File: config.mk
export PLATFORM = sky130hd
export DESIGN_NAME = imhit_shape
export DESIGN_NICKNAME = d
export VERILOG_FILES = /design/src/rtl/imhit_pkg.sv /design/src/rtl/imhit_shape.sv
export SDC_FILE = /design/constraint.sdc
export NUM_CORES = 2
export LEC_CHECK = 0
export BUFFER_PORTS_ARGS = -buffer_cell sky130_fd_sc_hd__buf_2
export CORE_ASPECT_RATIO = 0.75
export CORE_MARGIN = 2
export CORE_UTILIZATION = 50
export CTS_CLUSTER_SIZE = 24
export DETAILED_ROUTE_END_ITERATION = 12
export GPL_TIMING_DRIVEN = 0
export PLACE_DENSITY = 0.7
export SLEW_MARGIN = 20
export SYNTH_ARGS = -nofsm -noshare
export SYNTH_HDL_FRONTEND = slang
export SYNTH_SLANG_ARGS = --single-unit
File: constraint.sdc
create_clock -name clk_i -period 9.2 [get_ports clk_i]
set_input_delay 1.84 -clock clk_i [delete_from_list [all_inputs] [get_ports clk_i]]
set_output_delay 1.84 -clock clk_i [all_outputs]
set_load 0.01 [all_outputs]
File: src/rtl/imhit_pkg.sv
// ----------------------------------------------------------------------------
// imhit_pkg
// Shared types and constants for the image map region hit test.
// ----------------------------------------------------------------------------
package imhit_pkg;

  localparam int COORD_W    = 16;  // signed pixel coordinate
  localparam int ID_W       = 12;  // region identifier
  localparam int OP_W       = 3;   // operation code
  localparam int CFG_IDX_W  = 1;   // config register index
  localparam int CFG_DATA_W = 16;  // config write data
  localparam int DIFF_W     = COORD_W + 1;  // coordinate difference
  localparam int PROD_W     = 2 * DIFF_W;   // product of two differences
  localparam int SQ_W       = 32;           // squared distance term

  // Config register indexes
  localparam logic [CFG_IDX_W-1:0] REG_POINT_X = 1'd0;
  localparam logic [CFG_IDX_W-1:0] REG_POINT_Y = 1'd1;

  typedef enum logic [OP_W-1:0] {
    OP_DEFAULT = 3'd0,
    OP_RECT    = 3'd1,
    OP_CIRCLE  = 3'd2,
    OP_VERTEX  = 3'd3,
    OP_FINISH  = 3'd4
  } op_e;

  // Per-item control carried down the pipe
  typedef struct packed {
    op_e             op;
    logic [ID_W-1:0] id;
    logic            last;
    logic            poly_start;  // vertex opens a new polygon
  } ctl_t;

  // One polygon edge, first end to second end
  typedef struct packed {
    logic               valid;
    logic [COORD_W-1:0] x1;
    logic [COORD_W-1:0] y1;
    logic [COORD_W-1:0] x2;
    logic [COORD_W-1:0] y2;
  } seg_t;

  // Edge test outcome
  typedef struct packed {
    logic toggle;   // flips crossing parity
    logic on_line;  // point lies on a horizontal edge
  } cross_t;

endpackage

File: src/rtl/imhit_shape.sv
// ----------------------------------------------------------------------------
// imhit_shape
// Two-stage rectangle and circle containment test.
// ----------------------------------------------------------------------------
module imhit_shape (
  input  logic                                 clk_i,
  input  logic                                 en2_i,
  input  logic                                 en3_i,
  input  logic signed [imhit_pkg::COORD_W-1:0] point_x_i,
  input  logic signed [imhit_pkg::COORD_W-1:0] point_y_i,
  input  imhit_pkg::op_e                       op_i,
  input  logic signed [imhit_pkg::COORD_W-1:0] ax_i,
  input  logic signed [imhit_pkg::COORD_W-1:0] ay_i,
  input  logic signed [imhit_pkg::COORD_W-1:0] bx_i,
  input  logic signed [imhit_pkg::COORD_W-1:0] by_i,
  output logic                                 hit_o
);

  logic signed [imhit_pkg::COORD_W-1:0] lx, hx, ly, hy;
  logic                                 rect_hit;
  logic signed [imhit_pkg::DIFF_W-1:0]  dx, dy;
  logic signed [imhit_pkg::PROD_W-1:0]  dx_sq, dy_sq;
  logic signed [imhit_pkg::PROD_W-1:0]  r_sq;

  logic                                 is_rect_q, rect_hit_q, r_neg_q;
  logic [imhit_pkg::SQ_W-1:0]           dx_sq_q, dy_sq_q, r_sq_q;
  logic [imhit_pkg::SQ_W:0]             dist_sq;
  logic                                 hit_d, hit_q;

  assign lx = (ax_i < bx_i) ? ax_i : bx_i;
  assign hx = (ax_i < bx_i) ? bx_i : ax_i;
  assign ly = (ay_i < by_i) ? ay_i : by_i;
  assign hy = (ay_i < by_i) ? by_i : ay_i;
  assign rect_hit = (point_x_i >= lx) && (point_x_i <= hx)
                 && (point_y_i >= ly) && (point_y_i <= hy);

  assign dx = $signed({point_x_i[imhit_pkg::COORD_W-1], point_x_i})
            - $signed({ax_i[imhit_pkg::COORD_W-1], ax_i});
  assign dy = $signed({point_y_i[imhit_pkg::COORD_W-1], point_y_i})
            - $signed({ay_i[imhit_pkg::COORD_W-1], ay_i});
  assign dx_sq = $signed({{imhit_pkg::DIFF_W{dx[imhit_pkg::DIFF_W-1]}}, dx})
               * $signed({{imhit_pkg::DIFF_W{dx[imhit_pkg::DIFF_W-1]}}, dx});
  assign dy_sq = $signed({{imhit_pkg::DIFF_W{dy[imhit_pkg::DIFF_W-1]}}, dy})
               * $signed({{imhit_pkg::DIFF_W{dy[imhit_pkg::DIFF_W-1]}}, dy});
  assign r_sq  = $signed({{(imhit_pkg::DIFF_W+1){bx_i[imhit_pkg::COORD_W-1]}}, bx_i})
               * $signed({{(imhit_pkg::DIFF_W+1){bx_i[imhit_pkg::COORD_W-1]}}, bx_i});

  // squares of 17-bit differences stay below 2^32
  always_ff @(posedge clk_i) begin
    if (en2_i) begin
      is_rect_q  <= (op_i == imhit_pkg::OP_RECT);
      rect_hit_q <= rect_hit;
      r_neg_q    <= bx_i[imhit_pkg::COORD_W-1];
      dx_sq_q    <= dx_sq[imhit_pkg::SQ_W-1:0];
      dy_sq_q    <= dy_sq[imhit_pkg::SQ_W-1:0];
      r_sq_q     <= r_sq[imhit_pkg::SQ_W-1:0];
    end
  end

  assign dist_sq = {1'b0, dx_sq_q} + {1'b0, dy_sq_q};
  assign hit_d   = is_rect_q ? rect_hit_q
                             : (!r_neg_q && (dist_sq <= {1'b0, r_sq_q}));

  always_ff @(posedge clk_i) begin
    if (en3_i) begin
      hit_q <= hit_d;
    end
  end

  assign hit_o = hit_q;

endmodule

==> results.toml <==
[logic_synthesis]
synth.avg_cell_area_sq_um = 9.34
synth-main-ff-cell = "edfxtp_1"
synth_warnings = 0
synth-edff-count = 97
synth_cells = 3921
syn-cell-area_sq_um = 36600
yosysUniqueCellTypes = 83
synth.yosys.seq_area_share_pct = 7.96
ys_ff_latch = 97
syn_nets = 5210
ys_async_sr_fraction_pct = 0
yosys-top-cells-area = "fa_1 (41%), ha_1 (15%), inv_1 (11%), edfxtp_1 (8.0%), nor2_1 (3.2%)"
synth_top_area_share_pct = 41.3
synth_top_area_cell = "fa_1"

[cts]
cts_buffers = 9
cts_tree = "yes"
clk_latency_ns = 0.36
clkSlewWorstSetupHoldPaths_ns = 0.07
cts.sinks = 97
ctsHoldBuffers = 0
cts_max_path_buffers = 2
root_buffer = "clkbuf_16"
htree_levels = 3

[finish]
layout_common_cells = "inv_1 (1,000), fa_1 (740), ha_1 (400), nor2_1 (292), nand2_1 (277)"
nets = 5429
final_common_cell = "inv_1"
syn_to_final_growth_pct = 12.6
diodes = 0
drive_gt1_share_pct = 12.2
fin_area_sq_um = 41200

[sta]
drv_slew = 0
fin_setup_tns_ns = -0.474
hold_violations = 0
max-slew-margin-rel_pct = 33.7
worst_pin_slew_ns = 0.990
fin_worst_hold_slack_ns = 0.631
worst_slack_ns = -0.284
fin_worst_skew_ns = 0.00594
max_freq_ghz = 0.105
fin_crit_sh_pct = 103
setup_viol = 3
grt_setup_unrepaired = "yes"
layout_min_cycle_time_ns = 9.48

[worst_hold_path]
hp-class = "reg2reg"

[global_route]
grt_pass1_wl_um = 147000
grt_max_degree = 50
gr-usage-all-layers_pct = 24.7
grt_overflow = 0
first_global_vias = 28300
antenna_found_initial = 0

[run_status]
failed_checks = "negative setup slack"
status = "finished, violations left"

[detailed_routing]
avgViaCountPerCell = 5.28
routed_wl_um = 90000
ant_nets = 0
route.vias.total = 26900
wl_per_cell_um = 17.6
first_iter_violations = 2018
drtPass1Iterations = 5
drc_errors = 0

[floorplanning]
die_area_sq_um = 75400
ios = 103
core-area_sq_um = 72100
die_width_um = 316
rows = 85
start_util_pct = 50.8
die_h_um = 238

[critical_path]
critPathMaxFanout = 6
worst-setup-path-type = "in2reg"
cpMaxStageDelayCell = "fa_2"
endpoint_kind = "flip-flop"
critPathArrivalTime_ns = 9.56
required_ns = 9.27
cpPeakStageDelay_ns = 0.57
start_kind = "primary input"

[placement]
placed_area_sq_um = 38600
post-place-ws_ns = -1.85
io_buffers = 100
place.gp.congestion = 0.915
dp_hpwl_um = 74500

[job]
max_cap_violations = 0
## sequential cells by signal, indices dropped and copies added (netlist names)
signal      flops
rect_hit_q      1
r_neg_q         1
r_sq_q         31
dy_sq_q        31
hit_o           1
is_rect_q       1
dx_sq_q        31
## logic make-up after synthesis
kind of cell,Yosys count,synth area share (%)
adder cells (fa/ha/maj),1187,56.1
buffers and inverters,1127,11.6
AND/OR/NAND/NOR,811,9.64
AO/OA/AOI/OAI,457,8.68
XOR/XNOR,173,4.16
flip-flops,97,7.96
multiplexers,69,1.90
## through the flow
step | util [%] | std cells
floorplan | - | 3921
CTS | 55.7 | 5044
global route | 57.2 | 5102
global placement | 53.4 | 4978
detailed placement | 53.5 | 4982
finish | 57.2 | 5102
## final cells by class
| cell class | instances | area (sq um) |
|---|---|---|
| buffer | 68 | 432 |
| clock buffer | 9 | 225 |
| clock inverter | 7 | 71.3 |
| fill | 6263 | 30900 |
| inverter | 1050 | 4010 |
| multi-input combinational | 2697 | 30800 |
| sequential | 97 | 2910 |
| tap | 957 | 1200 |
| timing repair buffer | 217 | 1550 |
## worst max-delay path, delay by kind of cell
kind / cells / cell delay, ns
xor gates and xnor gates: 2 / 0.37
adders and majority gates: 8 / 3.40
AOI/OAI and AO/OA: 11 / 2.51
and+or+nand+nor: 4 / 0.71
buffers and inverters: 9 / 0.69
## cell usage after synthesis (6+ instances only)
master     instances
inv_1           1029
fa_1             756
ha_1             431
nor2_1           312
nand2_1          291
a21oi_1          118
xnor2_1          118
a21o_1           102
edfxtp_1          97
mux2i_1           64
clkbuf_1          63
o21ai_0           56
xor2_1            54
o21a_1            41
nor2b_1           32
nand2b_1          30
nor3_1            30
nand4_1           24
nand3_1           23
and2_1            20
clkinv_1          13
a211oi_1          12
a31oi_1           10
and3_1            10
buf_2             10
nor4_1             9
or3_1              9
a211o_1            8
inv_2              8
o31ai_1            8
a2111oi_0          7
o211ai_1           7
o21bai_1           7
o31a_1             7
a31o_2             6
## final timing paths
path,slack (ns),to,startpoint,cells after the start
max,-0.28,dx_sq_q[31],ax_i[1],34
min,0.63,hit_o,rect_hit_q,1
max reg2reg,4.19,hit_o,dy_sq_q[3],19
min reg2reg,0.63,hit_o,rect_hit_q,1
## timing repair
item | CTS | global route
gates resized for setup | 195 | 152
endpoints found under the hold margin | 0 | 0
buffers inserted | 53 | 60
pin swaps | 65 | 114
setup endpoints to repair | 29 | 22
## routing by layer
layer	vias to the layer above	wire [um]	track usage [%]
li1	12600	-	-
met2	837	40400	38.2
met1	13400	40800	36.5
met4	0	1620	4.05
met3	107	7210	4.98
met5	-	0	0
Power is left out: the tool's default activity adds up to more than one toggle a clock period on the data nets, which glitch-free logic cannot reach.
