$ cat config.mk
export PLATFORM = sky130hd
export DESIGN_NAME = imhit_seg
export DESIGN_NICKNAME = d
export VERILOG_FILES = /design/src/rtl/imhit_pkg.sv /design/src/rtl/imhit_seg.sv
export SDC_FILE = /design/constraint.sdc
export NUM_CORES = 2
export LEC_CHECK = 0
export ABC_CLOCK_PERIOD_IN_PS = 13100
export BUFFER_PORTS_ARGS = -buffer_cell sky130_fd_sc_hd__buf_2
export CAP_MARGIN = 0
export CORE_ASPECT_RATIO = 0.8
export CORE_UTILIZATION = 35
export DETAILED_ROUTE_END_ITERATION = 10
export SLEW_MARGIN = 20
export SYNTH_ARGS = -nofsm -noshare
export SYNTH_HDL_FRONTEND = slang
export SYNTH_SLANG_ARGS = --single-unit
$ cat constraint.sdc
create_clock -name clk_i -period 13.1 [get_ports clk_i]
set_clock_uncertainty 0.05 [all_clocks]
set_input_delay 1.965 -clock clk_i [delete_from_list [all_inputs] [get_ports clk_i]]
set_output_delay 1.965 -clock clk_i [all_outputs]
set_load 0.02 [all_outputs]
$ cat src/rtl/imhit_pkg.sv
// ----------------------------------------------------------------------------
// imhit_pkg
// Shared types and constants for the image map region hit test.
// ----------------------------------------------------------------------------
package imhit_pkg;

  localparam int COORD_W    = 16;  // signed pixel coordinate
  localparam int ID_W       = 12;  // region identifier
  localparam int OP_W       = 3;   // operation code
  localparam int CFG_IDX_W  = 1;   // config register index
  localparam int CFG_DATA_W = 16;  // config write data
  localparam int DIFF_W     = COORD_W + 1;  // coordinate difference
  localparam int PROD_W     = 2 * DIFF_W;   // product of two differences
  localparam int SQ_W       = 32;           // squared distance term

  // Config register indexes
  localparam logic [CFG_IDX_W-1:0] REG_POINT_X = 1'd0;
  localparam logic [CFG_IDX_W-1:0] REG_POINT_Y = 1'd1;

  typedef enum logic [OP_W-1:0] {
    OP_DEFAULT = 3'd0,
    OP_RECT    = 3'd1,
    OP_CIRCLE  = 3'd2,
    OP_VERTEX  = 3'd3,
    OP_FINISH  = 3'd4
  } op_e;

  // Per-item control carried down the pipe
  typedef struct packed {
    op_e             op;
    logic [ID_W-1:0] id;
    logic            last;
    logic            poly_start;  // vertex opens a new polygon
  } ctl_t;

  // One polygon edge, first end to second end
  typedef struct packed {
    logic               valid;
    logic [COORD_W-1:0] x1;
    logic [COORD_W-1:0] y1;
    logic [COORD_W-1:0] x2;
    logic [COORD_W-1:0] y2;
  } seg_t;

  // Edge test outcome
  typedef struct packed {
    logic toggle;   // flips crossing parity
    logic on_line;  // point lies on a horizontal edge
  } cross_t;

endpackage

$ cat src/rtl/imhit_seg.sv
// ----------------------------------------------------------------------------
// imhit_seg
// Two-stage crossing test of one polygon edge against the point's row.
// ----------------------------------------------------------------------------
module imhit_seg (
  input  logic                                 clk_i,
  input  logic                                 en2_i,
  input  logic                                 en3_i,
  input  logic signed [imhit_pkg::COORD_W-1:0] point_x_i,
  input  logic signed [imhit_pkg::COORD_W-1:0] point_y_i,
  input  imhit_pkg::seg_t                      seg_i,
  output imhit_pkg::cross_t                    cross_o
);

  logic signed [imhit_pkg::COORD_W-1:0] x1, y1, x2, y2;
  logic signed [imhit_pkg::DIFF_W-1:0]  dx_p, dy_e, dx_e, dy_p;
  logic signed [imhit_pkg::PROD_W-1:0]  lhs, rhs;
  logic straddle, right_both, left_both, horiz, between;

  logic                                 valid_q;
  logic                                 straddle_q, right_both_q, left_both_q;
  logic                                 horiz_q, between_q, dy_pos_q;
  logic signed [imhit_pkg::PROD_W-1:0]  lhs_q, rhs_q;
  logic                                 right;
  imhit_pkg::cross_t                    cross_d, cross_q;

  assign x1 = $signed(seg_i.x1);
  assign y1 = $signed(seg_i.y1);
  assign x2 = $signed(seg_i.x2);
  assign y2 = $signed(seg_i.y2);

  // exact 17-bit differences
  assign dx_p = $signed({point_x_i[imhit_pkg::COORD_W-1], point_x_i})
              - $signed({x1[imhit_pkg::COORD_W-1], x1});
  assign dy_p = $signed({point_y_i[imhit_pkg::COORD_W-1], point_y_i})
              - $signed({y1[imhit_pkg::COORD_W-1], y1});
  assign dx_e = $signed({x2[imhit_pkg::COORD_W-1], x2})
              - $signed({x1[imhit_pkg::COORD_W-1], x1});
  assign dy_e = $signed({y2[imhit_pkg::COORD_W-1], y2})
              - $signed({y1[imhit_pkg::COORD_W-1], y1});

  // intercept test by cross-multiplication, operands sign-extended
  assign lhs = $signed({{imhit_pkg::DIFF_W{dx_p[imhit_pkg::DIFF_W-1]}}, dx_p})
             * $signed({{imhit_pkg::DIFF_W{dy_e[imhit_pkg::DIFF_W-1]}}, dy_e});
  assign rhs = $signed({{imhit_pkg::DIFF_W{dx_e[imhit_pkg::DIFF_W-1]}}, dx_e})
             * $signed({{imhit_pkg::DIFF_W{dy_p[imhit_pkg::DIFF_W-1]}}, dy_p});

  assign straddle   = ((y1 <= point_y_i) && (y2 > point_y_i))
                   || ((y1 >= point_y_i) && (y2 < point_y_i));
  assign right_both = (point_x_i >= x1) && (point_x_i >= x2);
  assign left_both  = (point_x_i < x1) && (point_x_i < x2);
  assign horiz      = (y1 == y2) && (point_y_i == y1);
  assign between    = ((point_x_i >= x1) && (point_x_i <= x2))
                   || ((point_x_i <= x1) && (point_x_i >= x2));

  always_ff @(posedge clk_i) begin
    if (en2_i) begin
      valid_q      <= seg_i.valid;
      straddle_q   <= straddle;
      right_both_q <= right_both;
      left_both_q  <= left_both;
      horiz_q      <= horiz;
      between_q    <= between;
      dy_pos_q     <= (y2 > y1);
      lhs_q        <= lhs;
      rhs_q        <= rhs;
    end
  end

  assign right = dy_pos_q ? (lhs_q >= rhs_q) : (lhs_q <= rhs_q);

  always_comb begin
    cross_d.toggle  = 1'b0;
    cross_d.on_line = 1'b0;
    if (valid_q) begin
      if (straddle_q) begin
        cross_d.toggle = right_both_q || (!left_both_q && right);
      end else if (horiz_q) begin
        cross_d.on_line = between_q;
        cross_d.toggle  = !between_q && right_both_q;
      end
    end
  end

  always_ff @(posedge clk_i) begin
    if (en3_i) begin
      cross_q <= cross_d;
    end
  end

  assign cross_o = cross_q;

endmodule

==> flow_summary.ini <==
[global_route]
grt_use_met3 = 0.0650
grt.busiest_layer = met1
grtUsageTotal = 0.207
grt_pass1_vias = 22833
grt_util_met2 = 0.291
met1_usage = 0.319
grt_overflow = 0
grt_max_degree = 76
grt_pass1_wl_um = 131000
antenna_found_initial = 17

[clocking]
postCtsSetupBuffers = 0
cts.repair.resized = 0
clockBufferDepth = 2
cts-root-buf = clkbuf_16
path_clk_slew_ns = 0.06
clk_latency_ns = 0.35
h-tree-depth = 3
cts_tree = yes
cts_buffers = 9
hold_buffers = 0
numClockSinks = 77

[die]
core_um2 = 80600
fp.dieH_um = 258
start_util = 0.355
pin_count = 102
dieArea_um2 = 82900
std_cell_rows = 93
die_w_um = 322

[run]
cap_violations = 0

[synthesis]
synth_fp_nets = 4177
syn_inst = 3180
synth_edf_count = 77
synthFlopType = edfxtp_1
avgSynthCellArea_um2 = 8.99
yosys_warnings = 0
syn_area_um2 = 28600
synth_seq_area_share = 0.0808
yosys.cell_types.count = 71
async_reset_ff_frac = 0
ys_seq_elements = 77

[layout]
final_cell_mix = inv_1, fa_1, nand2_1
area_growth_pct = 8.95
final_common_cell = inv_1
design_area_um2 = 31200
drive_gt1_frac = 0.0679
nNetsFinal = 4291
fin_cells = 4397

[critical_path]
worst_path_most_repeated_cell = fa_1
startpoint_type = primary input
worstPathMaxFanout = 9
slowest_delay_ns = 0.83
crit_path_top_delay_cell = a2bb2oi_1
crit_arrival_ns = 11.19
reg2regPathDepth = 8
worstSetupPathType = in2reg
critPathCaptureType = flop
critPathRequiredTime_ns = 13.14

[sta]
finalCritPeriodShare = 0.851
slew_viol_final = 0
rsz0062_at_grt = false
fin_crit_ns = 11.15
max_slew_margin = 0.213
hold_viol = 0
max_freq_mhz = 89.7
worstMarginPinSlew_ns = 1.17
finalSetupViolCount = 0
setup-tns-final_ns = 0

[route]
drt_first_pass_iters = 5
drt-total-wl_um = 82600
via_per_inst = 4.98
antenna_left = 0
drtIter0Drc = 1899
wl_per_cell_um = 18.8
dr_total_vias = 21884
drc = 0

[placed_design]
dp_hpwl_um = 71100
routabilityCongestion = 0.944
placed_cells = 4375
placed_area_um2 = 30800
port_buffers = 101

[status]
outcome = completed

[min_path]
hold_class = reg2reg
hold_path_depth = 1
==> critical path, delay by kind of cell <==
family,cells,cell delay (ns)
adder cells (fa/ha/maj),9,4.05
AO/OA/AOI/OAI,14,3.70
buffers and inverters,7,0.48
XOR/XNOR,1,0.08
AND/OR/NAND/NOR,3,0.91
==> kinds of logic (layout without fill, tap and decap cells) <==
family	Yosys count	count (layout)	share of synthesized area
XOR/XNOR	153	153	0.0469
adder cells (fa/ha/maj)	897	897	0.549
multiplexers	7	7	0.00254
buffers and inverters	821	940	0.108
AO/OA/AOI/OAI	346	346	0.0781
AND/OR/NAND/NOR	879	879	0.135
flip-flops	77	77	0.0808
other	0	6	0
==> layer usage <==
metal | part of all wire | up-vias
li1 | - | 10016
met1 | 0.47 | 10971
met2 | 0.40 | 821
met3 | 0.13 | 62
met4 | 0.0079 | 14
met5 | 0.00091 | -
==> per-stage QoR <==
| step | util | setup WS [ns] | hold WS [ns] |
|---|---|---|---|
| after global placement | 0.382 | 1.77 | 0.658 |
| after CTS | 0.386 | 2.05 | 0.664 |
| final | 0.386 | 1.95 | 0.661 |
| after global routing | 0.386 | 1.31 | 0.687 |
| after floorplan | - | 2.53 | 0.534 |
| after detailed placement | 0.382 | 1.70 | 0.650 |
==> path summary, 6_finish.rpt <==
path / slack (ns) / endpoint / startpoint
setup reg to reg: 9.16 / cross_o[1]$_SDFFCE_PN0P_ / lhs_q[33]$_DFFE_PP_
hold / removal: 0.66 / cross_o[0]$_SDFFCE_PP0P_ / between_q$_DFFE_PP_
hold reg to reg: 0.66 / cross_o[0]$_SDFFCE_PP0P_ / between_q$_DFFE_PP_
setup / recovery: 1.95 / lhs_q[33]$_DFFE_PP_ / point_x_i[0]
==> registers in the layout, indices dropped and copies added (netlist names) <==
register      count
cross_o           2
straddle_q        1
valid_q           1
right_both_q      1
dy_pos_q          1
lhs_q            34
left_both_q       1
rhs_q            34
horiz_q           1
between_q         1
==> cell usage after synthesis (5+ instances only) <==
cell type  count  area, um^2
a211o_1        5        43.8
a211oi_1       9        67.6
a21o_1        51         383
a21oi_1       97         485
a221oi_1       5        43.8
a31oi_1        9        56.3
and2_1        28         175
and3_1        10        62.6
clkbuf_1      66         248
edfxtp_1      77        2310
fa_1         596       11900
ha_1         301        3770
inv_1        750        2820
mux2i_1        5        50.1
nand2_1      338        1270
nand2b_1      20         125
nand3_1       22         110
nand4_1       23         144
nor2_1       309        1160
nor2b_1       46         288
nor3_1        27         135
nor3b_1        6        45.0
nor4_1         7        43.8
o211ai_1      11        82.6
o21a_1        19         143
o21ai_0       70         350
o21bai_1      15         113
o31ai_1        7        52.6
or2_2         15        93.8
or3_1         12        75.1
xnor2_1      107         937
xor2_1        46         403
==> area by class of cell <==
type / instances / area, um^2
timing repair buffer: 173 / 1050
clock inverter: 7 / 66.3
clock buffer: 9 / 225
inverter: 751 / 2820
multi-input combinational: 2282 / 23300
tap: 1092 / 1370
sequential: 77 / 2310
fill: 8264 / 49500
antenna: 6 / 15.0
Power is not shown: default switching activity piles up to over one toggle a cycle in this logic, so the estimate is an artifact.
