--- config.mk ---
export PLATFORM = sky130hd
export DESIGN_NAME = imhit_front
export DESIGN_NICKNAME = d
export VERILOG_FILES = /design/src/rtl/imhit_pkg.sv /design/src/rtl/imhit_front.sv
export SDC_FILE = /design/constraint.sdc
export NUM_CORES = 1
export LEC_CHECK = 0
export BUFFER_PORTS_ARGS = -buffer_cell sky130_fd_sc_hd__buf_2
export CORE_MARGIN = 3
export CORE_UTILIZATION = 43
export DETAILED_ROUTE_END_ITERATION = 12
export PLACE_DENSITY = 0.75
export SETUP_SLACK_MARGIN = 0.4
export SYNTH_ARGS = -nofsm -noshare
export SYNTH_HDL_FRONTEND = slang
export SYNTH_SLANG_ARGS = --single-unit
--- constraint.sdc ---
create_clock -name clk_i -period 1.2 [get_ports clk_i]
set_input_delay 0.24 -clock clk_i [delete_from_list [all_inputs] [get_ports clk_i]]
set_output_delay 0.24 -clock clk_i [all_outputs]
set_load 0.01 [all_outputs]
--- src/rtl/imhit_pkg.sv ---
// ----------------------------------------------------------------------------
// imhit_pkg
// Shared types and constants for the image map region hit test.
// ----------------------------------------------------------------------------
package imhit_pkg;

  localparam int COORD_W    = 16;  // signed pixel coordinate
  localparam int ID_W       = 12;  // region identifier
  localparam int OP_W       = 3;   // operation code
  localparam int CFG_IDX_W  = 1;   // config register index
  localparam int CFG_DATA_W = 16;  // config write data
  localparam int DIFF_W     = COORD_W + 1;  // coordinate difference
  localparam int PROD_W     = 2 * DIFF_W;   // product of two differences
  localparam int SQ_W       = 32;           // squared distance term

  // Config register indexes
  localparam logic [CFG_IDX_W-1:0] REG_POINT_X = 1'd0;
  localparam logic [CFG_IDX_W-1:0] REG_POINT_Y = 1'd1;

  typedef enum logic [OP_W-1:0] {
    OP_DEFAULT = 3'd0,
    OP_RECT    = 3'd1,
    OP_CIRCLE  = 3'd2,
    OP_VERTEX  = 3'd3,
    OP_FINISH  = 3'd4
  } op_e;

  // Per-item control carried down the pipe
  typedef struct packed {
    op_e             op;
    logic [ID_W-1:0] id;
    logic            last;
    logic            poly_start;  // vertex opens a new polygon
  } ctl_t;

  // One polygon edge, first end to second end
  typedef struct packed {
    logic               valid;
    logic [COORD_W-1:0] x1;
    logic [COORD_W-1:0] y1;
    logic [COORD_W-1:0] x2;
    logic [COORD_W-1:0] y2;
  } seg_t;

  // Edge test outcome
  typedef struct packed {
    logic toggle;   // flips crossing parity
    logic on_line;  // point lies on a horizontal edge
  } cross_t;

endpackage

--- src/rtl/imhit_front.sv ---
// ----------------------------------------------------------------------------
// imhit_front
// Input register and polygon vertex tracking; forms the edges of each vertex.
// ----------------------------------------------------------------------------
module imhit_front (
  input  logic                                   clk_i,
  input  logic                                   rst_ni,
  input  logic                                   load_i,
  input  logic                                   in_fire_i,
  input  logic [imhit_pkg::OP_W-1:0]             operation_i,
  input  logic signed [imhit_pkg::COORD_W-1:0]   ax_i,
  input  logic signed [imhit_pkg::COORD_W-1:0]   ay_i,
  input  logic signed [imhit_pkg::COORD_W-1:0]   bx_i,
  input  logic signed [imhit_pkg::COORD_W-1:0]   by_i,
  input  logic [imhit_pkg::ID_W-1:0]             region_id_i,
  input  logic                                   last_vertex_i,
  output logic                                   s1_valid_o,
  output imhit_pkg::ctl_t                        s1_ctl_o,
  output logic signed [imhit_pkg::COORD_W-1:0]   s1_ax_o,
  output logic signed [imhit_pkg::COORD_W-1:0]   s1_ay_o,
  output logic signed [imhit_pkg::COORD_W-1:0]   s1_bx_o,
  output logic signed [imhit_pkg::COORD_W-1:0]   s1_by_o,
  output imhit_pkg::seg_t                        s1_seg0_o,
  output imhit_pkg::seg_t                        s1_seg1_o
);

  imhit_pkg::op_e                      op;
  logic                                op_ok;
  logic                                is_vertex;
  logic                                start;
  logic [imhit_pkg::COORD_W-1:0]       first_x;
  logic [imhit_pkg::COORD_W-1:0]       first_y;
  logic                                poly_open_q, poly_open_d;
  logic [imhit_pkg::COORD_W-1:0]       first_x_q, first_y_q;
  logic [imhit_pkg::COORD_W-1:0]       prev_x_q, prev_y_q;
  logic                                s1_valid_q;
  imhit_pkg::ctl_t                     ctl_d, ctl_q;
  imhit_pkg::seg_t                     seg0_d, seg1_d, seg0_q, seg1_q;
  logic signed [imhit_pkg::COORD_W-1:0] ax_q, ay_q, bx_q, by_q;

  assign op        = imhit_pkg::op_e'(operation_i);
  assign op_ok     = (operation_i <= imhit_pkg::OP_FINISH);
  assign is_vertex = (op == imhit_pkg::OP_VERTEX);
  assign start     = !poly_open_q;
  assign first_x   = start ? ax_i : first_x_q;
  assign first_y   = start ? ay_i : first_y_q;

  always_comb begin
    // edge from previous vertex to this one
    seg0_d.valid = is_vertex && poly_open_q;
    seg0_d.x1    = prev_x_q;
    seg0_d.y1    = prev_y_q;
    seg0_d.x2    = ax_i;
    seg0_d.y2    = ay_i;
    // closing edge back to the first vertex
    seg1_d.valid = is_vertex && last_vertex_i;
    seg1_d.x1    = ax_i;
    seg1_d.y1    = ay_i;
    seg1_d.x2    = first_x;
    seg1_d.y2    = first_y;

    ctl_d.op         = op;
    ctl_d.id         = region_id_i;
    ctl_d.last       = last_vertex_i;
    ctl_d.poly_start = start;
  end

  // any other shape or a finish abandons an open polygon
  always_comb begin
    poly_open_d = poly_open_q;
    if (in_fire_i && op_ok) begin
      poly_open_d = is_vertex && !last_vertex_i;
    end
  end

  always_ff @(posedge clk_i or negedge rst_ni) begin
    if (!rst_ni) begin
      poly_open_q <= 1'b0;
      s1_valid_q  <= 1'b0;
    end else begin
      poly_open_q <= poly_open_d;
      if (load_i) begin
        s1_valid_q <= in_fire_i && op_ok;
      end
    end
  end

  always_ff @(posedge clk_i) begin
    if (in_fire_i && is_vertex) begin
      first_x_q <= first_x;
      first_y_q <= first_y;
      prev_x_q  <= ax_i;
      prev_y_q  <= ay_i;
    end
    if (in_fire_i) begin
      ctl_q  <= ctl_d;
      seg0_q <= seg0_d;
      seg1_q <= seg1_d;
      ax_q   <= ax_i;
      ay_q   <= ay_i;
      bx_q   <= bx_i;
      by_q   <= by_i;
    end
  end

  assign s1_valid_o = s1_valid_q;
  assign s1_ctl_o   = ctl_q;
  assign s1_ax_o    = ax_q;
  assign s1_ay_o    = ay_q;
  assign s1_bx_o    = bx_q;
  assign s1_by_o    = by_q;
  assign s1_seg0_o  = seg0_q;
  assign s1_seg1_o  = seg1_q;

endmodule

==> results of run 1 <==
[cell type report]
| class | count | area (um2) | area share (%) |
|---|---|---|---|
| clock buffer | 25 | 583.1 | 5.275 |
| tap | 220 | 275.3 | 2.490 |
| multi-input combinational | 43 | 584.3 | 5.286 |
| sequential | 213 | 6387 | 57.79 |
| inverter | 3 | 26.28 | 0.2377 |
| clock inverter | 15 | 131.4 | 1.189 |
| antenna | 1 | 2.502 | 0.02264 |
| timing repair buffer | 414 | 3063 | 27.71 |
[registers in the layout (all words and copies together), names as in the netlist]
signal       count
prev_y_q        16
s1_ctl_o        17
first_x_q       16
s1_by_o         16
prev_x_q        16
s1_seg0_o       33
first_y_q       16
s1_seg1_o       49
s1_bx_o         16
poly_open_q      1
s1_valid_o       1
s1_ax_o         16
[worst paths after layout]
check / end
min: s1_ctl_o[14]$_DFFE_PP_
max: s1_seg0_o[11]
min in group asynchronous: poly_open_q$_DFFE_PN0P_
max in group asynchronous: s1_valid_o$_DFFE_PN0P_
max reg2reg: s1_seg1_o[2]$_DFFE_PP_
min reg2reg: s1_seg0_o[35]$_DFFE_PP_
[report_power, final]
group | internal [mW] | switching (mW) | total, mW
logic | 1.15 | 1.01 | 2.16
registers | 8.72 | 0.182 | 8.90
clock network | 3.93 | 2.71 | 6.64
[timing repair]
action,in CTS,in global routing
gates cloned,10,0
pin swaps,4,2
hold buffers,81,0
endpoints found under the setup margin,343,343
gates resized for setup,31,15
buffers inserted,11,2
hold endpoints to repair,115,0
[metrics by stage]
stage | total power [mW] | cells | setup WS (ns)
CTS | 17.80 | 931 | -0.1800
floorplan | 10.13 | 327 | -0.1749
global route | 18.33 | 933 | -0.2010
global placement | 10.65 | 789 | -0.1667
detailed placement | 10.72 | 789 | -0.2213
finish | 17.71 | 934 | -0.1538
[layout by cell type (no fill, tap or decap), types with 3 or more instances in the layout]
| cell type | count |
|---|---|
| edfxtp_1 | 211 |
| clkbuf_16 | 23 |
| clkinvlp_4 | 3 |
| buf_2 | 280 |
| mux2_4 | 32 |
| clkinv_2 | 5 |
| buf_8 | 3 |
| buf_16 | 10 |
| clkinv_1 | 4 |
| buf_12 | 13 |
| buf_4 | 9 |
| dlygate4sd3_1 | 81 |
| buf_6 | 18 |
[metal layers]
metal / routed length [um] / share of wire [%] / GRT usage, %
met1: 6597 / 37 / 20.22
met2: 9438 / 53 / 32.24
met3: 1434 / 8.0 / 4.390
met4: 367 / 2.1 / 5.159
met5: 0 / 0 / 0
[cell families after synthesis]
logic type | synth area share [%]
buffers and inverters | 7.464
muxes | 6.176
AOI/OAI and AO/OA | 0.3850
DFF | 85.42
and+or+nand+nor | 0.5523
==> flow_summary_export.csv, run 1 <==
group,metric,value,unit
status,status,"finished with violations",
status,failed_checks,"negative setup slack",
floorplan,die_y,137.9,um
grt,grt_use_total,17.54,%
logic_synthesis,synthFlopType,"edfxtp_1",
setup_path,cp.depth,1,
setup_path,r2r_slack,-0.13,ns
min_path,hold_path.class,"primary input to register",
floorplan,core,16820,um2
logic_synthesis,synth_edf_count,211,
drt,wirelength,17.84,mm
sta,fin_skew,0.01826,ns
logic_synthesis,yosysTopAreaCell,"edfxtp_1",
sta,holdWs,0.05790,ns
finish,nets,781,
power_and_ir_drop,powerDensity,1602,nW/um2
floorplan,ios,296,
clock_tree,cts_tree,"built",
sta,fin_crit_sh,112.8,%
drt,drc,0,
setup_path,crit_type,"register to output port",
logic_synthesis,synthCells,327,
clock_tree,clockBufferDepth,3,
logic_synthesis,ys_types,17,
drt,drt_first_pass_iters,4,
clock_tree,cts.clk_slew.worst_paths,0.06,ns
finish,areaGrowthSynthToFinish,47.85,%
logic_synthesis,yosysWarningCount,0,
logic_synthesis,synthArstFlopShare,0.9390,%
clock_tree,numCtsBuffers,22,
placement,dp.final_hpwl,10.53,mm
setup_path,worstSetupStartpointType,"register",
floorplan,start_util,44.45,%
setup_path,reg2reg_depth,3,
grt,grt_pass1_wl,25.32,mm
sta,setup_tns,-19.82,ns
sta,hold_viol,0,
sta,grt_setup_unrepaired,"true",
setup_path,path_buf_inv,1,
setup_path,crit_required,0.96,ns
logic_synthesis,synth_most_common_cell,"edfxtp_1",
finish,utilization,65.72,%
floorplan,fp.dieW,137.9,um
drt,wire_per_inst,19.10,um
drt,via_per_inst,4.648,
sta,relSlewSlack,58.63,%
min_path,worstHoldStart,"operation_i[0]",
finish,fillCellCount,1129,
logic_synthesis,synth-seq-area-share,85.42,%
sta,setup_viol,278,
placement,place_area,8937,um2
grt,grt_overflow,0,
sta,finalCriticalPeriod,1.354,ns
placement,port_buffers,295,
grt,grt_pass1_vias,4552,
sta,layout_setup_ws,-0.1538,ns
job,drv_cap,0,
power_and_ir_drop,leakage,4.516,nW
sta,max_freq,738.7,MHz
drt,ant_nets,0,
finish,fin_area,11050,um2
setup_path,worstPathCellList,"buf_2",
logic_synthesis,ys_ff_latch,213,
drt,drtIter0Drc,236,
logic_synthesis,synth_commonest_cells,"211 x edfxtp_1, 64 x buf_4, 27 x mux2_4, 5 x mux2_2",
min_path,whs_path_depth,2,
setup_path,timing.rr.start,"poly_open_q$_DFFE_PN0P_",
setup_path,cp_max_fo,3,
sta,finalMaxSlewViolations,0,
clock_tree,htreeDepth,1,
clock_tree,clock-sinks,213,
floorplan,rows,47,
power_and_ir_drop,peakVddDrop,0.001115,V
finish,drive_gt1_share,57.08,%
logic_synthesis,synth_area_leaders,"edfxtp_1 85%, buf_4 6.4%, mux2_4 5.4%",
setup_path,crit_path_start,"s1_seg1_o[43]$_DFFE_PP_",
logic_synthesis,syn_area,7476,um2
clock_tree,clock_tree.root_cell,"clkbuf_16",
setup_path,crit_arrival,1.11,ns
placement,globalplace.congestion,0.7255,
grt,grt_start_max_net_pins,62,
logic_synthesis,syn-num-nets,411,
setup_path,endpoint_kind,"output port",
floorplan,die-area,19000,um2
sta,worstMarginPinSlew,0.6122,ns
logic_synthesis,post_synth.cell_area_avg,22.86,um2
drt,vias,4341,
clock_tree,insertion_delay,0.49,ns
logic_synthesis,synth_top_area_share,84.75,%
setup_path,cpPeakStageDelay,0.45,ns
setup_path,cp_top_family,"flip-flops",
grt,antenna_found_initial,0,
setup_path,slowest_stage,"edfxtp_1",
No activity file was read; power rests on OpenSTA's default activity.
==> run 2: changes to the inputs <==
Settings changed: CELL_PAD_IN_SITES_DETAIL_PLACEMENT from default to 1, CELL_PAD_IN_SITES_GLOBAL_PLACEMENT from default to 1, CORE_UTILIZATION 43 to 35, PLACE_DENSITY 0.75 to default, PLACE_DENSITY_LB_ADDON from default to 0.1.
==> flow_summary_export.csv, run 2 (synthesis gave the netlist of run 1 again) <==
group,metric,value,unit
status,failed_checks,"negative setup slack",
floorplan,die_y,152.2,um
sta,max_freq,716.3,MHz
setup_path,worstPathCellList,"buf_2",
setup_path,cp.depth,1,
clock_tree,insertion_delay,0.49,ns
finish,stdcell_count,980,
setup_path,crit_required,0.96,ns
floorplan,fp.dieW,152.2,um
placement,globalplace.congestion,0.7637,
power_and_ir_drop,leakage,4.493,nW
setup_path,r2r_slack,-0.10,ns
drt,wirelength,18.81,mm
floorplan,die-area,23150,um2
floorplan,start_util,36.25,%
sta,relSlewSlack,78.96,%
sta,holdWs,0.05544,ns
setup_path,slowest_stage,"edfxtp_1",
setup_path,worstSetupStartpointType,"register",
drt,via_per_inst,4.334,
job,drv_cap,0,
finish,fillCellCount,1961,
grt,grt_overflow,0,
setup_path,rr_endpoint,"first_x_q[11]$_DFFE_PP_",
floorplan,rows,52,
finish,layout_commonest_cell,"buf_2",
finish,nets,779,
power_and_ir_drop,peakVddDrop,0.0007917,V
finish,diodes,0,
setup_path,crit_arrival,1.16,ns
placement,port_buffers,295,
power_and_ir_drop,powerDensity,1621,nW/um2
setup_path,cp_top_family,"flip-flops",
placement,dp_cells,840,
finish,areaGrowthSynthToFinish,47.63,%
power_and_ir_drop,power,17.89,mW
clock_tree,clock_tree.root_cell,"clkbuf_16",
sta,grt_setup_unrepaired,"true",
floorplan,core,20620,um2
setup_path,crit_type,"register to output port",
setup_path,crit_path_start,"s1_ax_o[6]$_DFFE_PP_",
sta,setup_tns,-17.67,ns
drt,drt_first_pass_iters,4,
sta,hold_viol,0,
sta,setup_viol,247,
setup_path,path_buf_inv,1,
sta,fin_crit_sh,116.3,%
clock_tree,cts_tree,"built",
setup_path,cp_max_fo,3,
min_path,hold_path.class,"primary input to register",
drt,drc,0,
grt,grt_pass1_vias,4608,
clock_tree,clockBufferDepth,3,
grt,grt_use_total,15.49,%
finish,seqCellArea,6387,um2
finish,largest_reg_flops,49,
finish,layout_common_cells,"283 x buf_2, 211 x edfxtp_1, 80 x dlygate4sd3_1",
grt,grt_pass1_wl,28.12,mm
setup_path,cpPeakStageDelay,0.48,ns
setup_path,timing.rr.start,"poly_open_q$_DFFE_PN0P_",
sta,layout_setup_ws,-0.1961,ns
grt,antenna_found_initial,1,
drt,ant_nets,0,
setup_path,reg2reg_depth,3,
sta,fin_skew,0.005968,ns
drt,drtIter0Drc,219,
grt,grt_start_max_net_pins,51,
finish,drive_gt1_share,56.48,%
clock_tree,numCtsBuffers,23,
clock_tree,htreeDepth,1,
clock_tree,clock-sinks,213,
floorplan,ios,296,
placement,dp.final_hpwl,11.59,mm
drt,wire_per_inst,19.19,um
setup_path,critPathCapture,"s1_ax_o[6]",
status,status,"finished with violations",
sta,finalCriticalPeriod,1.396,ns
sta,finalMaxSlewViolations,0,
finish,multiInputGateArea,570.5,um2
setup_path,endpoint_kind,"output port",
drt,vias,4247,
sta,worstMarginPinSlew,0.3113,ns
clock_tree,cts.clk_slew.worst_paths,0.06,ns
## run 2: cell types whose count changed in the layout (fill, tap and decap cells not counted), moves of 2 or more
cell | before | now
buf_6 | 18 | 15
buf_8 | 3 | 1
buf_16 | 10 | 7
clkbuf_1 | 2 | 4
buf_2 | 280 | 283
clkinvlp_4 | 3 | 1
clkinv_2 | 5 | 3
clkbuf_16 | 23 | 26
## run 2: cell type report
| type | instances | share of cell area, % |
|---|---|---|
| flip-flops and latches | 213 | 57.87 |
| repair buffers | 411 | 27.04 |
| clock buffers | 27 | 5.351 |
| multi-input cells | 43 | 5.169 |
| well taps | 270 | 3.061 |
| clock inverters | 13 | 1.270 |
| inverters | 3 | 0.2381 |
## run 2: worst min path at each step
stage                         startpoint                 endpoint  slack (ns)  cells after the start
final                     operation_i[1]   s1_ctl_o[15]$_DFFE_PP_        0.06                      2
after global routing      operation_i[1]   s1_ctl_o[15]$_DFFE_PP_        0.05                      2
after CTS                 operation_i[0]   s1_ctl_o[14]$_DFFE_PP_        0.02                      2
after detailed placement          rst_ni   s1_valid_o$_DFFE_PN0P_        0.03                      1
after global placement            rst_ni   s1_valid_o$_DFFE_PN0P_        0.03                      1
after floorplan                   rst_ni  poly_open_q$_DFFE_PN0P_       -0.06                      0
## run 2: stage by stage
step           instance area, um2  util (%)  setup slack [ns]
2_1_floorplan                7765         -           -0.1749
3_5_place_dp                 9020     43.73           -0.2079
3_3_place_gp                 9020     43.73           -0.1742
5_1_grt                     11040     53.51           -0.2506
4_1_cts                     10910     52.90           -0.2449
6_report                    11040     53.51           -0.1961
## run 2: what timing repair did
| item | CTS | global route |
|---|---|---|
| setup endpoints to repair | 343 | 343 |
| gates cloned | 7 | 3 |
| buffers inserted | 7 | 3 |
| resized for setup | 26 | 6 |
| hold buffers | 80 | 0 |
| hold endpoints to repair | 113 | 0 |
| pin swaps | 4 | 2 |
## run 2: report_power, final
group          leakage (nW)  internal, mW  switching [mW]
Sequential             2.04          8.72           0.171
Combinational          2.09          1.12            1.01
Clock                 0.355          4.15            2.72
Total                  4.49          14.0            3.90
## run 2: per-layer routing
layer / part of all wire, % / routed length, um / global-route usage [%]
met2: 49 / 9285 / 27.03
met5: 0.069 / 13 / 0
met4: 2.5 / 474 / 4.709
met1: 40 / 7435 / 18.36
met3: 8.5 / 1601 / 4.999
