===== src/rtl/imhit_pkg.sv =====
// ----------------------------------------------------------------------------
// imhit_pkg
// Shared types and constants for the image map region hit test.
// ----------------------------------------------------------------------------
package imhit_pkg;

  localparam int COORD_W    = 16;  // signed pixel coordinate
  localparam int ID_W       = 12;  // region identifier
  localparam int OP_W       = 3;   // operation code
  localparam int CFG_IDX_W  = 1;   // config register index
  localparam int CFG_DATA_W = 16;  // config write data
  localparam int DIFF_W     = COORD_W + 1;  // coordinate difference
  localparam int PROD_W     = 2 * DIFF_W;   // product of two differences
  localparam int SQ_W       = 32;           // squared distance term

  // Config register indexes
  localparam logic [CFG_IDX_W-1:0] REG_POINT_X = 1'd0;
  localparam logic [CFG_IDX_W-1:0] REG_POINT_Y = 1'd1;

  typedef enum logic [OP_W-1:0] {
    OP_DEFAULT = 3'd0,
    OP_RECT    = 3'd1,
    OP_CIRCLE  = 3'd2,
    OP_VERTEX  = 3'd3,
    OP_FINISH  = 3'd4
  } op_e;

  // Per-item control carried down the pipe
  typedef struct packed {
    op_e             op;
    logic [ID_W-1:0] id;
    logic            last;
    logic            poly_start;  // vertex opens a new polygon
  } ctl_t;

  // One polygon edge, first end to second end
  typedef struct packed {
    logic               valid;
    logic [COORD_W-1:0] x1;
    logic [COORD_W-1:0] y1;
    logic [COORD_W-1:0] x2;
    logic [COORD_W-1:0] y2;
  } seg_t;

  // Edge test outcome
  typedef struct packed {
    logic toggle;   // flips crossing parity
    logic on_line;  // point lies on a horizontal edge
  } cross_t;

endpackage


===== src/rtl/imhit_match.sv =====
// ----------------------------------------------------------------------------
// imhit_match
// Match and parity state, last-wins update except defaults, result register.
// ----------------------------------------------------------------------------
module imhit_match (
  input  logic                          clk_i,
  input  logic                          rst_ni,
  input  logic                          fire_i,
  input  imhit_pkg::ctl_t               ctl_i,
  input  imhit_pkg::cross_t             cross0_i,
  input  imhit_pkg::cross_t             cross1_i,
  input  logic                          shape_hit_i,
  input  logic                          out_ready_i,
  output logic                          out_free_o,
  output logic                          out_valid_o,
  output logic                          found_o,
  output logic [imhit_pkg::ID_W-1:0]    hit_region_o,
  output logic                          from_default_o
);

  logic                       match_valid_q, match_valid_d;
  logic [imhit_pkg::ID_W-1:0] match_region_q, match_region_d;
  logic                       match_dflt_q, match_dflt_d;
  logic                       parity_q, parity_d;
  logic                       on_edge_q, on_edge_d;
  logic                       par_base, on_base, par_next, on_next;
  logic                       take, take_dflt, finish;
  logic                       out_valid_q, out_valid_d;
  logic                       found_q;
  logic [imhit_pkg::ID_W-1:0] hit_region_q;
  logic                       from_default_q;

  assign par_base = ctl_i.poly_start ? 1'b0 : parity_q;
  assign on_base  = ctl_i.poly_start ? 1'b0 : on_edge_q;
  // once on an edge the parity no longer matters
  assign on_next  = on_base | cross0_i.on_line | cross1_i.on_line;
  assign par_next = par_base ^ cross0_i.toggle ^ cross1_i.toggle;

  always_comb begin
    take      = 1'b0;
    take_dflt = 1'b0;
    finish    = 1'b0;
    case (ctl_i.op)
      imhit_pkg::OP_DEFAULT: begin
        take      = !match_valid_q;
        take_dflt = 1'b1;
      end
      imhit_pkg::OP_RECT,
      imhit_pkg::OP_CIRCLE: begin
        take = shape_hit_i;
      end
      imhit_pkg::OP_VERTEX: begin
        take = ctl_i.last && (on_next || par_next);
      end
      imhit_pkg::OP_FINISH: begin
        finish = 1'b1;
      end
      default: begin
      end
    endcase
  end

  always_comb begin
    match_valid_d  = match_valid_q;
    match_region_d = match_region_q;
    match_dflt_d   = match_dflt_q;
    parity_d       = parity_q;
    on_edge_d      = on_edge_q;
    if (fire_i) begin
      if (ctl_i.op == imhit_pkg::OP_VERTEX) begin
        parity_d  = par_next;
        on_edge_d = on_next;
      end
      if (take) begin
        match_valid_d  = 1'b1;
        match_region_d = ctl_i.id;
        match_dflt_d   = take_dflt;
      end else if (finish) begin
        match_valid_d  = 1'b0;
        match_region_d = '0;
        match_dflt_d   = 1'b0;
      end
    end
  end

  assign out_free_o = !out_valid_q || out_ready_i;

  always_comb begin
    out_valid_d = out_valid_q;
    if (fire_i && finish) begin
      out_valid_d = 1'b1;
    end else if (out_ready_i) begin
      out_valid_d = 1'b0;
    end
  end

  always_ff @(posedge clk_i or negedge rst_ni) begin
    if (!rst_ni) begin
      match_valid_q  <= 1'b0;
      match_region_q <= '0;
      match_dflt_q   <= 1'b0;
      parity_q       <= 1'b0;
      on_edge_q      <= 1'b0;
      out_valid_q    <= 1'b0;
    end else begin
      match_valid_q  <= match_valid_d;
      match_region_q <= match_region_d;
      match_dflt_q   <= match_dflt_d;
      parity_q       <= parity_d;
      on_edge_q      <= on_edge_d;
      out_valid_q    <= out_valid_d;
    end
  end

  always_ff @(posedge clk_i) begin
    if (fire_i && finish) begin
      found_q        <= match_valid_q;
      hit_region_q   <= match_valid_q ? match_region_q : '0;
      from_default_q <= match_valid_q && match_dflt_q;
    end
  end

  assign out_valid_o    = out_valid_q;
  assign found_o        = found_q;
  assign hit_region_o   = hit_region_q;
  assign from_default_o = from_default_q;

endmodule

===== config.mk =====
export PLATFORM = sky130hd
export DESIGN_NAME = imhit_match
export DESIGN_NICKNAME = d
export VERILOG_FILES = /design/src/rtl/imhit_pkg.sv /design/src/rtl/imhit_match.sv
export SDC_FILE = /design/constraint.sdc
export NUM_CORES = 1
export LEC_CHECK = 0
export BUFFER_PORTS_ARGS = -buffer_cell sky130_fd_sc_hd__buf_2
export CAP_MARGIN = 10
export CORE_MARGIN = 2
export CORE_UTILIZATION = 49
export DETAILED_ROUTE_END_ITERATION = 12
export HOLD_SLACK_MARGIN = 0.08
export PLACE_DENSITY = 0.89
export SYNTH_ARGS = -nofsm -noshare
export SYNTH_HDL_FRONTEND = slang
export SYNTH_SLANG_ARGS = --single-unit

===== constraint.sdc =====
create_clock -name clk_i -period 2.1 [get_ports clk_i]
set_clock_uncertainty 0.1 [all_clocks]
set_input_delay 0.21 -clock clk_i [delete_from_list [all_inputs] [get_ports clk_i]]
set_output_delay 0.21 -clock clk_i [all_outputs]
set_load 0.01 [all_outputs]

==> metrics.csv, run 1 <==
metric,value,unit
status,completed,
wl_met3,182,µm
drt_pre_antenna_iters,4,
fin_crit_sh,0.859,
hold-worst-slack,80.9,ps
max_slew_margin,0.633,
p_total,1.32,mW
cts-root-buf,clkbuf_4,
drt_iter0_drc,28,
route.detailed.drc,0,
rsz0062_at_grt,no,
max_freq,555,MHz
synth_top_family_by_area,compound AO/OA/AOI/OAI gates,
clock_sinks,31,
wl_met1,1.17,mm
dp_hpwl,1.97,mm
multi_input_area,478,µm²
hp-class,in -> reg,
clockBufferDepth,2,
path_class,reg -> reg,
final_cell_mix,"buf_2, dfrtp_1, nand2_1",
nets,197,
routed.top_layer,met4,
synth_nets,139,
synth_compound_area_frac,0.187,
routedWlPerCell,13.8,µm
fin_cells,203,
synth-seq-cells,31,
via_count,1061,
syn-cell-area,1370,µm²
syn_to_final_growth,30.4,%
die_y,56.8,µm
synthCells,113,
io_buffer_count,41,
clock_latency,330,ps
end_kind,flip-flop,
slew_violations,0,
synth_xor_area_frac,0.0128,
rr_worst_depth,5,
ant_nets,0,
synth.yosys.seq_area_share,0.619,
setup_viol,0,
core,2710,µm²
wl_met2,1.40,mm
fin_crit,1800,ps
die_w,56.8,µm
htreeDepth,2,
path_clk_slew,90,ps
yosys.area_share.adder,0,
register_area,846,µm²
antenna_cells,0,
first_global_vias,1046,
p_leak,0.794,nW
nFillCells,216,
dp.cells,182,
grt_usage,0.194,
antenna_found_initial,0,
cap_violations,0,
utilization,0.657,
p_per_area,743,nW/µm²
mostFrequentLayoutCell,buf_2,
start_util,0.504,
post_synth_and_or_nand_nor_area_fraction,0.137,
syn_avg_cell_area,12.1,µm²
worst_setup_path_start_kind,flip-flop,
grt_pass1_wl,4.67,mm
cts_tree,yes,
rows,19,
muxShareOfSynthArea,0.00733,
cts_buffers,5,
via_per_inst,5.23,
final_layout_size_suffix_gt1_frac,0.360,
io_pins,42,
post-cts-setup-buffers,0,
crit_required,2200,ps
grt_max_degree,18,
fin_tns_setup,0,ps
dieArea,3230,µm²
drt_wl_total,2.80,mm
yosysUniqueCellTypes,26,
grt-ovfl-total,0,
ys_warn_count,0,
tightest_slew,549,ps
cp_max_fo,14,
whs_path_depth,3,
ir_drop,534,µV
hold_viol,0,
place.gp.congestion,0.789,
arrival,1900,ps
[area by class of cell]
cell class,instances,area share
Clock inverter,2,0.00492
Sequential cell,31,0.475
Tap cell,31,0.0218
Timing Repair Buffer,57,0.201
Multi-Input combinational cell,73,0.268
Inverter,3,0.00632
Clock buffer,6,0.0232
[Yosys cell counts]
cell type / n / share of area
edfxtp_1: 14 / 0.31
xnor2_1: 1 / 0.0064
a211oi_2: 1 / 0.0092
and2b_1: 1 / 0.0055
dfrtp_1: 17 / 0.31
o21a_4: 1 / 0.011
mux2i_1: 1 / 0.0073
buf_8: 1 / 0.011
buf_4: 1 / 0.0055
nand3_1: 3 / 0.011
o21ai_2: 9 / 0.058
inv_1: 3 / 0.0082
xor2_1: 1 / 0.0064
nor2b_1: 1 / 0.0046
buf_2: 1 / 0.0037
and2_1: 13 / 0.060
nand2_1: 16 / 0.044
o21ai_1: 1 / 0.0037
clkbuf_1: 3 / 0.0082
o211ai_1: 13 / 0.071
o21ai_0: 6 / 0.022
nand2b_1: 1 / 0.0046
a21o_1: 1 / 0.0055
nor2_1: 1 / 0.0027
nand3b_1: 1 / 0.0055
a21oi_2: 1 / 0.0064
[critical path: stages, from the launching register on]
cell and delay, ps:
dfrtp_1 390, and2b_1 160, xnor2_1 160, a21oi_4 370, o21a_4 340, o21ai_0 150
[layer usage]
layer	vias to the layer above	GRT usage
li1	517	-
met3	6	0.0553
met2	39	0.329
met5	-	0
met1	499	0.235
met4	0	0.0698
[power breakdown]
part | internal [mW] | leakage, nW | total, mW | switching [mW]
Clock | 0.125 | 0.0297 | 0.323 | 0.197
Sequential | 0.718 | 0.344 | 0.764 | 0.0459
Combinational | 0.116 | 0.420 | 0.237 | 0.121
[per-stage QoR]
step / setup WS [ps] / area (µm²)
after global routing: 185 / 1780
after global placement: 289 / 1590
final: 297 / 1780
after detailed placement: 136 / 1590
after floorplan: 563 / 1370
after CTS: 135 / 1770
[path summary, 6_finish.rpt]
path	from	endpoint	slack, ps
min in group asynchronous	rst_ni	match_region_q[10]	230
max in group asynchronous	rst_ni	match_region_q[1]	1380
hold reg to reg	parity_q	parity_q	400
hold / removal	ctl_i[11]	match_region_q[9]	80
setup / recovery	parity_q	match_region_q[9]	300
setup reg to reg	parity_q	match_region_q[9]	300
[cell families (layout without fill, tap and decap cells)]
group / after synthesis / in the layout
xor gates and xnor gates: 2 / 2
and+or+nand+nor: 37 / 37
AOI/OAI and AO/OA: 33 / 33
DFF: 31 / 31
buffers and inverters: 9 / 68
muxes: 1 / 1
[timing repair]
item	CTS	global route
gates resized for setup	0	1
endpoints found under the hold margin	29	0
hold buffers	13	0
setup endpoints to repair	0	1
[state kept, by name, summed over array words and instances, names as in the netlist]
name and count:
hit_region_o 12, parity_q 1, match_region_q 12, found_o 1, out_valid_o 1, match_valid_q 1, from_default_o 1, match_dflt_q 1
on_edge_q 1
No activity file was read; power rests on OpenSTA's default activity.
==> inputs of run 2 (changes only) <==
--- a/config.mk
+++ b/config.mk
@@ -5,12 +5,13 @@
 export SDC_FILE = /design/constraint.sdc
 export NUM_CORES = 1
 export LEC_CHECK = 0
-export BUFFER_PORTS_ARGS = -buffer_cell sky130_fd_sc_hd__buf_2
+export BUFFER_PORTS_ARGS = -buffer_cell sky130_fd_sc_hd__buf_4
 export CAP_MARGIN = 10
 export CORE_MARGIN = 2
 export CORE_UTILIZATION = 49
 export DETAILED_ROUTE_END_ITERATION = 12
 export HOLD_SLACK_MARGIN = 0.08
+export MAX_ROUTING_LAYER = met4
 export PLACE_DENSITY = 0.89
 export SYNTH_ARGS = -nofsm -noshare
 export SYNTH_HDL_FRONTEND = slang
==> run 2 against run 1 <==
Compared with the run above:
- non-clock buffer count stayed put
- die area stayed put
- critical path depth stayed put
- global-route usage is 2.4 points higher
- sequential power hardly changed
- sequential cell count stayed put
- critical endpoint unchanged
==> metrics.csv, run 2 (same netlist as run 1, synthesis figures left out) <==
metric,value,unit,change
cpMaxStageDelayCell,dfrtp_1,,
path_clk_slew,90,ps,about the same
cts_buffers,5,,unchanged
crit_required,2190,ps,about the same
antenna_cells,0,,unchanged
whs_path_depth,3,,unchanged
slew_violations,0,,unchanged
via_count,1088,,+2.5%
hold_viol,0,,unchanged
fin_crit,1810,ps,+7.27 ps
place.gp.congestion,0.819,,+3.8%
rr_worst_depth,5,,unchanged
post-cts-setup-buffers,0,,unchanged
dp_slack,166,ps,+30.2 ps
grt_pass1_wl,5.04,mm,+8.0%
drt_wl_total,3.09,mm,+11%
pwr-share-comb,0.172,,-0.007
seqPwrFrac,0.505,,-0.072
pwr-share-clk,0.324,,+0.080
p_switching,0.383,mW,+5.2%
final_cell_mix,"buf_4, dfrtp_1, nand2_1",,
p_leak,0.850,nW,+7.0%
ir_drop,644,µV,+21%
path_delay_family,compound AO/OA/AOI/OAI gates,,
final_cell_area,1920,µm²,+8.0%
dieArea,3230,µm²,unchanged
clock_sinks,31,,unchanged
cap_violations,0,,unchanged
path_class,reg -> reg,,
routedWlPerCell,15.2,µm,+11%
fin_crit_sh,0.862,,+0.00346
start_util,0.504,,unchanged
die_y,56.8,µm,unchanged
hp-class,in -> reg,,
max_slew_margin,0.619,,-0.0141
die_w,56.8,µm,unchanged
end_kind,flip-flop,,
grt-ovfl-total,0,,unchanged
antenna_found_initial,0,,unchanged
clock_latency,330,ps,about the same
grt_usage,0.218,,+0.0238
tightest_slew,571,ps,+21.2 ps
clockBufferDepth,2,,unchanged
intPower,1.13,mW,+18%
grt_max_degree,18,,unchanged
htreeDepth,2,,unchanged
worst_setup_path_start_kind,flip-flop,,
status,completed,,
rows,19,,unchanged
ant_nets,0,,unchanged
dp_hpwl,2.12,mm,+7.8%
p_per_area,788,nW/µm²,+6.1%
max_freq,552,MHz,-0.40%
drt_iter0_drc,39,,+39%
core,2710,µm²,unchanged
first_global_vias,1091,,+4.3%
switching_share,0.253,,-0.0225
utilization,0.710,,+0.0526
final_layout_size_suffix_gt1_frac,0.378,,+0.0174
arrival,1900,ps,about the same
setup_viol,0,,unchanged
io_pins,42,,unchanged
mostFrequentLayoutCell,buf_4,,
cts-root-buf,clkbuf_4,,
route.detailed.drc,0,,unchanged
nets,197,,unchanged
cts_tree,yes,,
syn_to_final_growth,40.8,%,
fin_tns_setup,0,ps,unchanged
rsz0062_at_grt,no,,
setup_slack,290,ps,-7.27 ps
drt_pre_antenna_iters,4,,unchanged
path_depth,5,,unchanged
placed_area,1700,µm²,+6.4%
cp_max_fo,14,,unchanged
via_per_inst,5.36,,+2.5%
crit_path_max_incr_delay,390,ps,about the same
io_buffer_count,41,,unchanged
cp_cell_sequence,and2b_1 -> xnor2_1 -> a21oi_4 -> o21a_4 -> o21ai_0,,
crit_buf_inv,0,,unchanged
## run 2: path summary, 6_finish.rpt
check	start	endpoint	slack (ps)
setup / recovery	parity_q	match_region_q[9]	290
hold / removal	cross0_i[0]	on_edge_q	100
setup reg to reg	parity_q	match_region_q[9]	290
hold reg to reg	parity_q	parity_q	400
max in group asynchronous	rst_ni	on_edge_q	1530
min in group asynchronous	rst_ni	match_region_q[2]	170
## run 2: area by class of cell
class / count / area [µm²]
inverters: 3 / 11.3
clock inverters: 2 / 35.0
flip-flops and latches: 31 / 846
repair buffers: 57 / 460
multi-input cells: 73 / 482
fillers: 189 / 786
well taps: 31 / 38.8
clock buffers: 6 / 51.3
## run 2: repair_timing
action	in CTS	in global routing
hold buffers	13	0
resized for setup	0	2
endpoints found under the hold margin	29	0
setup endpoints to repair	0	2
## run 2: through the flow
stage | hold WS, ps | total power, mW | cells
after floorplan | -186 | 0.912 | 113
after global placement | -20.3 | 0.993 | 182
after detailed placement | -11.1 | 1.01 | 182
after CTS | 81.5 | 1.51 | 203
after global routing | 118 | 1.59 | 203
final | 103 | 1.52 | 203
## run 2: routing by layer
metal	global-route usage	wire (µm)	vias to the layer above
met2	0.355	1640	52
met5	-	0	-
met3	0.0737	212	4
met4	0.0698	31	0
met1	0.255	1210	508
li1	-	-	524
## run 2: power groups by stage
| stage | sequential, mW | clock [mW] | combinational (mW) |
|---|---|---|---|
| 6_report | 0.765 | 0.491 | 0.260 |
| 5_1_grt | 0.777 | 0.523 | 0.292 |
| 4_1_cts | 0.766 | 0.493 | 0.256 |
| 3_5_place_dp | 0.778 | 0 | 0.235 |
| 3_3_place_gp | 0.773 | 0 | 0.221 |
| 2_1_floorplan | 0.761 | 0 | 0.151 |
## run 2: worst reg2reg max path, stage by stage, from the launching register on
cell	delay (ps)
dfrtp_1	390
and2b_1	170
xnor2_1	170
a21oi_4	360
o21a_4	330
o21ai_0	160
==> inputs of run 3 (changes only) <==
--- a/config.mk
+++ b/config.mk
@@ -9,6 +9,7 @@
 export CAP_MARGIN = 10
 export CORE_MARGIN = 2
 export CORE_UTILIZATION = 49
+export CTS_BUF_LIST = sky130_fd_sc_hd__clkbuf_8
 export DETAILED_ROUTE_END_ITERATION = 12
 export HOLD_SLACK_MARGIN = 0.08
 export MAX_ROUTING_LAYER = met4
==> run 3 against run 2 <==
Compared with the run above:
- critical path depth is the same
- hold slack worse by 19 ps
- die area unchanged
- critical endpoint unchanged
- largest cell class unchanged
- largest power group unchanged
- highest routed layer unchanged
==> metrics.csv, run 3 (same netlist as run 1, synthesis figures left out) <==
metric,value,unit,change
status,completed,,
clockBufferDepth,2,,unchanged
die_y,56.8,µm,unchanged
rows,19,,unchanged
nets,186,,-5.6%
ant_nets,0,,unchanged
path_delay_family,compound AO/OA/AOI/OAI gates,,
clock_latency,290,ps,-40 ps
rsz0062_at_grt,no,,
fin_tns_setup,0,ps,unchanged
first_global_vias,1063,,-2.6%
hp-class,in -> reg,,
clock_sinks,31,,unchanged
setup_viol,0,,unchanged
crit_path_max_incr_delay,380,ps,about the same
slew_violations,0,,unchanged
crit_required,2150,ps,-40 ps
htreeDepth,2,,unchanged
post-cts-setup-buffers,0,,unchanged
end_kind,flip-flop,,
final_layout_size_suffix_gt1_frac,0.404,,+0.0258
fin_crit_sh,0.862,,about the same
cap_violations,0,,unchanged
grt-ovfl-total,0,,unchanged
core,2710,µm²,unchanged
fin_crit,1810,ps,+0.231 ps
fin_cells,192,,-5.4%
drt_iter0_drc,26,,-33%
mostFrequentLayoutCell,buf_4,,
hold_viol,0,,unchanged
final_cell_mix,"buf_4, dfrtp_1, nand2_1",,
antenna_found_initial,0,,unchanged
grt_pass1_wl,4.95,mm,-1.8%
cts-root-buf,clkbuf_8,,
p_leak,0.817,nW,-3.9%
start_util,0.504,,unchanged
via_count,1048,,-3.7%
dp_hpwl,2.12,mm,unchanged
grt_usage,0.219,,+0.00100
cpMaxStageDelayCell,dfrtp_1,,
max_slew_margin,0.620,,+0.00126
io_buffer_count,41,,unchanged
cts_tree,yes,,
drt_pre_antenna_iters,4,,unchanged
tightest_slew,569,ps,-1.89 ps
hold-worst-slack,83.9,ps,-19.1 ps
utilization,0.681,,-0.0291
route.detailed.drc,0,,unchanged
cp_cell_sequence,and2b_1 -> xnor2_1 -> a21oi_4 -> o21a_4 -> o21ai_0,,
io_pins,42,,unchanged
antenna_cells,0,,unchanged
arrival,1860,ps,-40 ps
syn_to_final_growth,35.1,%,
crit_buf_inv,0,,unchanged
die_w,56.8,µm,unchanged
ir_drop,769,µV,+19%
p_total,1.62,mW,+6.8%
path_clk_slew,60,ps,-30 ps
cts_buffers,5,,unchanged
path_class,reg -> reg,,
via_per_inst,5.46,,+1.8%
p_per_area,877,nW/µm²,+11%
place.gp.congestion,0.819,,unchanged
cp_max_fo,14,,unchanged
dp.cells,182,,unchanged
nFillCells,198,,+4.8%
worst_setup_path_start_kind,flip-flop,,
grt_max_degree,18,,unchanged
drt_wl_total,3.06,mm,-1.2%
dieArea,3230,µm²,unchanged
max_freq,552,MHz,about the same
routedWlPerCell,15.9,µm,+4.5%
[run 3: area by class of cell]
| cell class | count | area (µm²) | share of cell area |
|---|---|---|---|
| multi-input combinational | 73 | 482 | 0.261 |
| tap | 31 | 38.8 | 0.0210 |
| sequential | 31 | 846 | 0.458 |
| timing repair buffer | 46 | 350 | 0.190 |
| inverter | 3 | 11.3 | 0.00610 |
| clock buffer | 6 | 82.6 | 0.0447 |
| clock inverter | 2 | 35.0 | 0.0190 |
[run 3: timing repair]
item,4_1_cts,5_1_grt
hold buffers,2,0
setup endpoints to repair,0,3
gates resized for setup,0,2
hold endpoints to repair,18,0
[run 3: layer usage]
layer / share of wire / routed length [µm] / track usage
met4: 0.014 / 42 / 0.103
met1: 0.40 / 1230 / 0.248
met3: 0.055 / 169 / 0.0553
met5: 0 / 0 / -
met2: 0.53 / 1610 / 0.362
[run 3: worst paths after layout]
path	slack, ps	endpoint	start	cells past startpoint
max in group asynchronous	1470	match_region_q[8]	rst_ni	2
min in group asynchronous	230	match_region_q[11]	rst_ni	2
min	80	match_region_q[10]	ctl_i[12]	3
min reg2reg	390	parity_q	parity_q	2
max reg2reg	290	match_region_q[9]	parity_q	5
max	290	match_region_q[9]	parity_q	5
[run 3: worst reg2reg max path: stages (launching register included)]
cell	delay, ps
dfrtp_1	380
and2b_1	170
xnor2_1	170
a21oi_4	360
o21a_4	340
o21ai_0	160
[run 3: metrics by stage]
step                area [µm²]  setup WS [ps]
floorplan                 1370            563
global placement          1700            285
detailed placement        1700            166
CTS                       1830            135
global route              1850            147
finish                    1850            290
[run 3: power by group]
group	total, mW	internal (mW)	switching, mW
logic	0.245	0.121	0.123
clock network	0.608	0.383	0.224
registers	0.767	0.719	0.0477
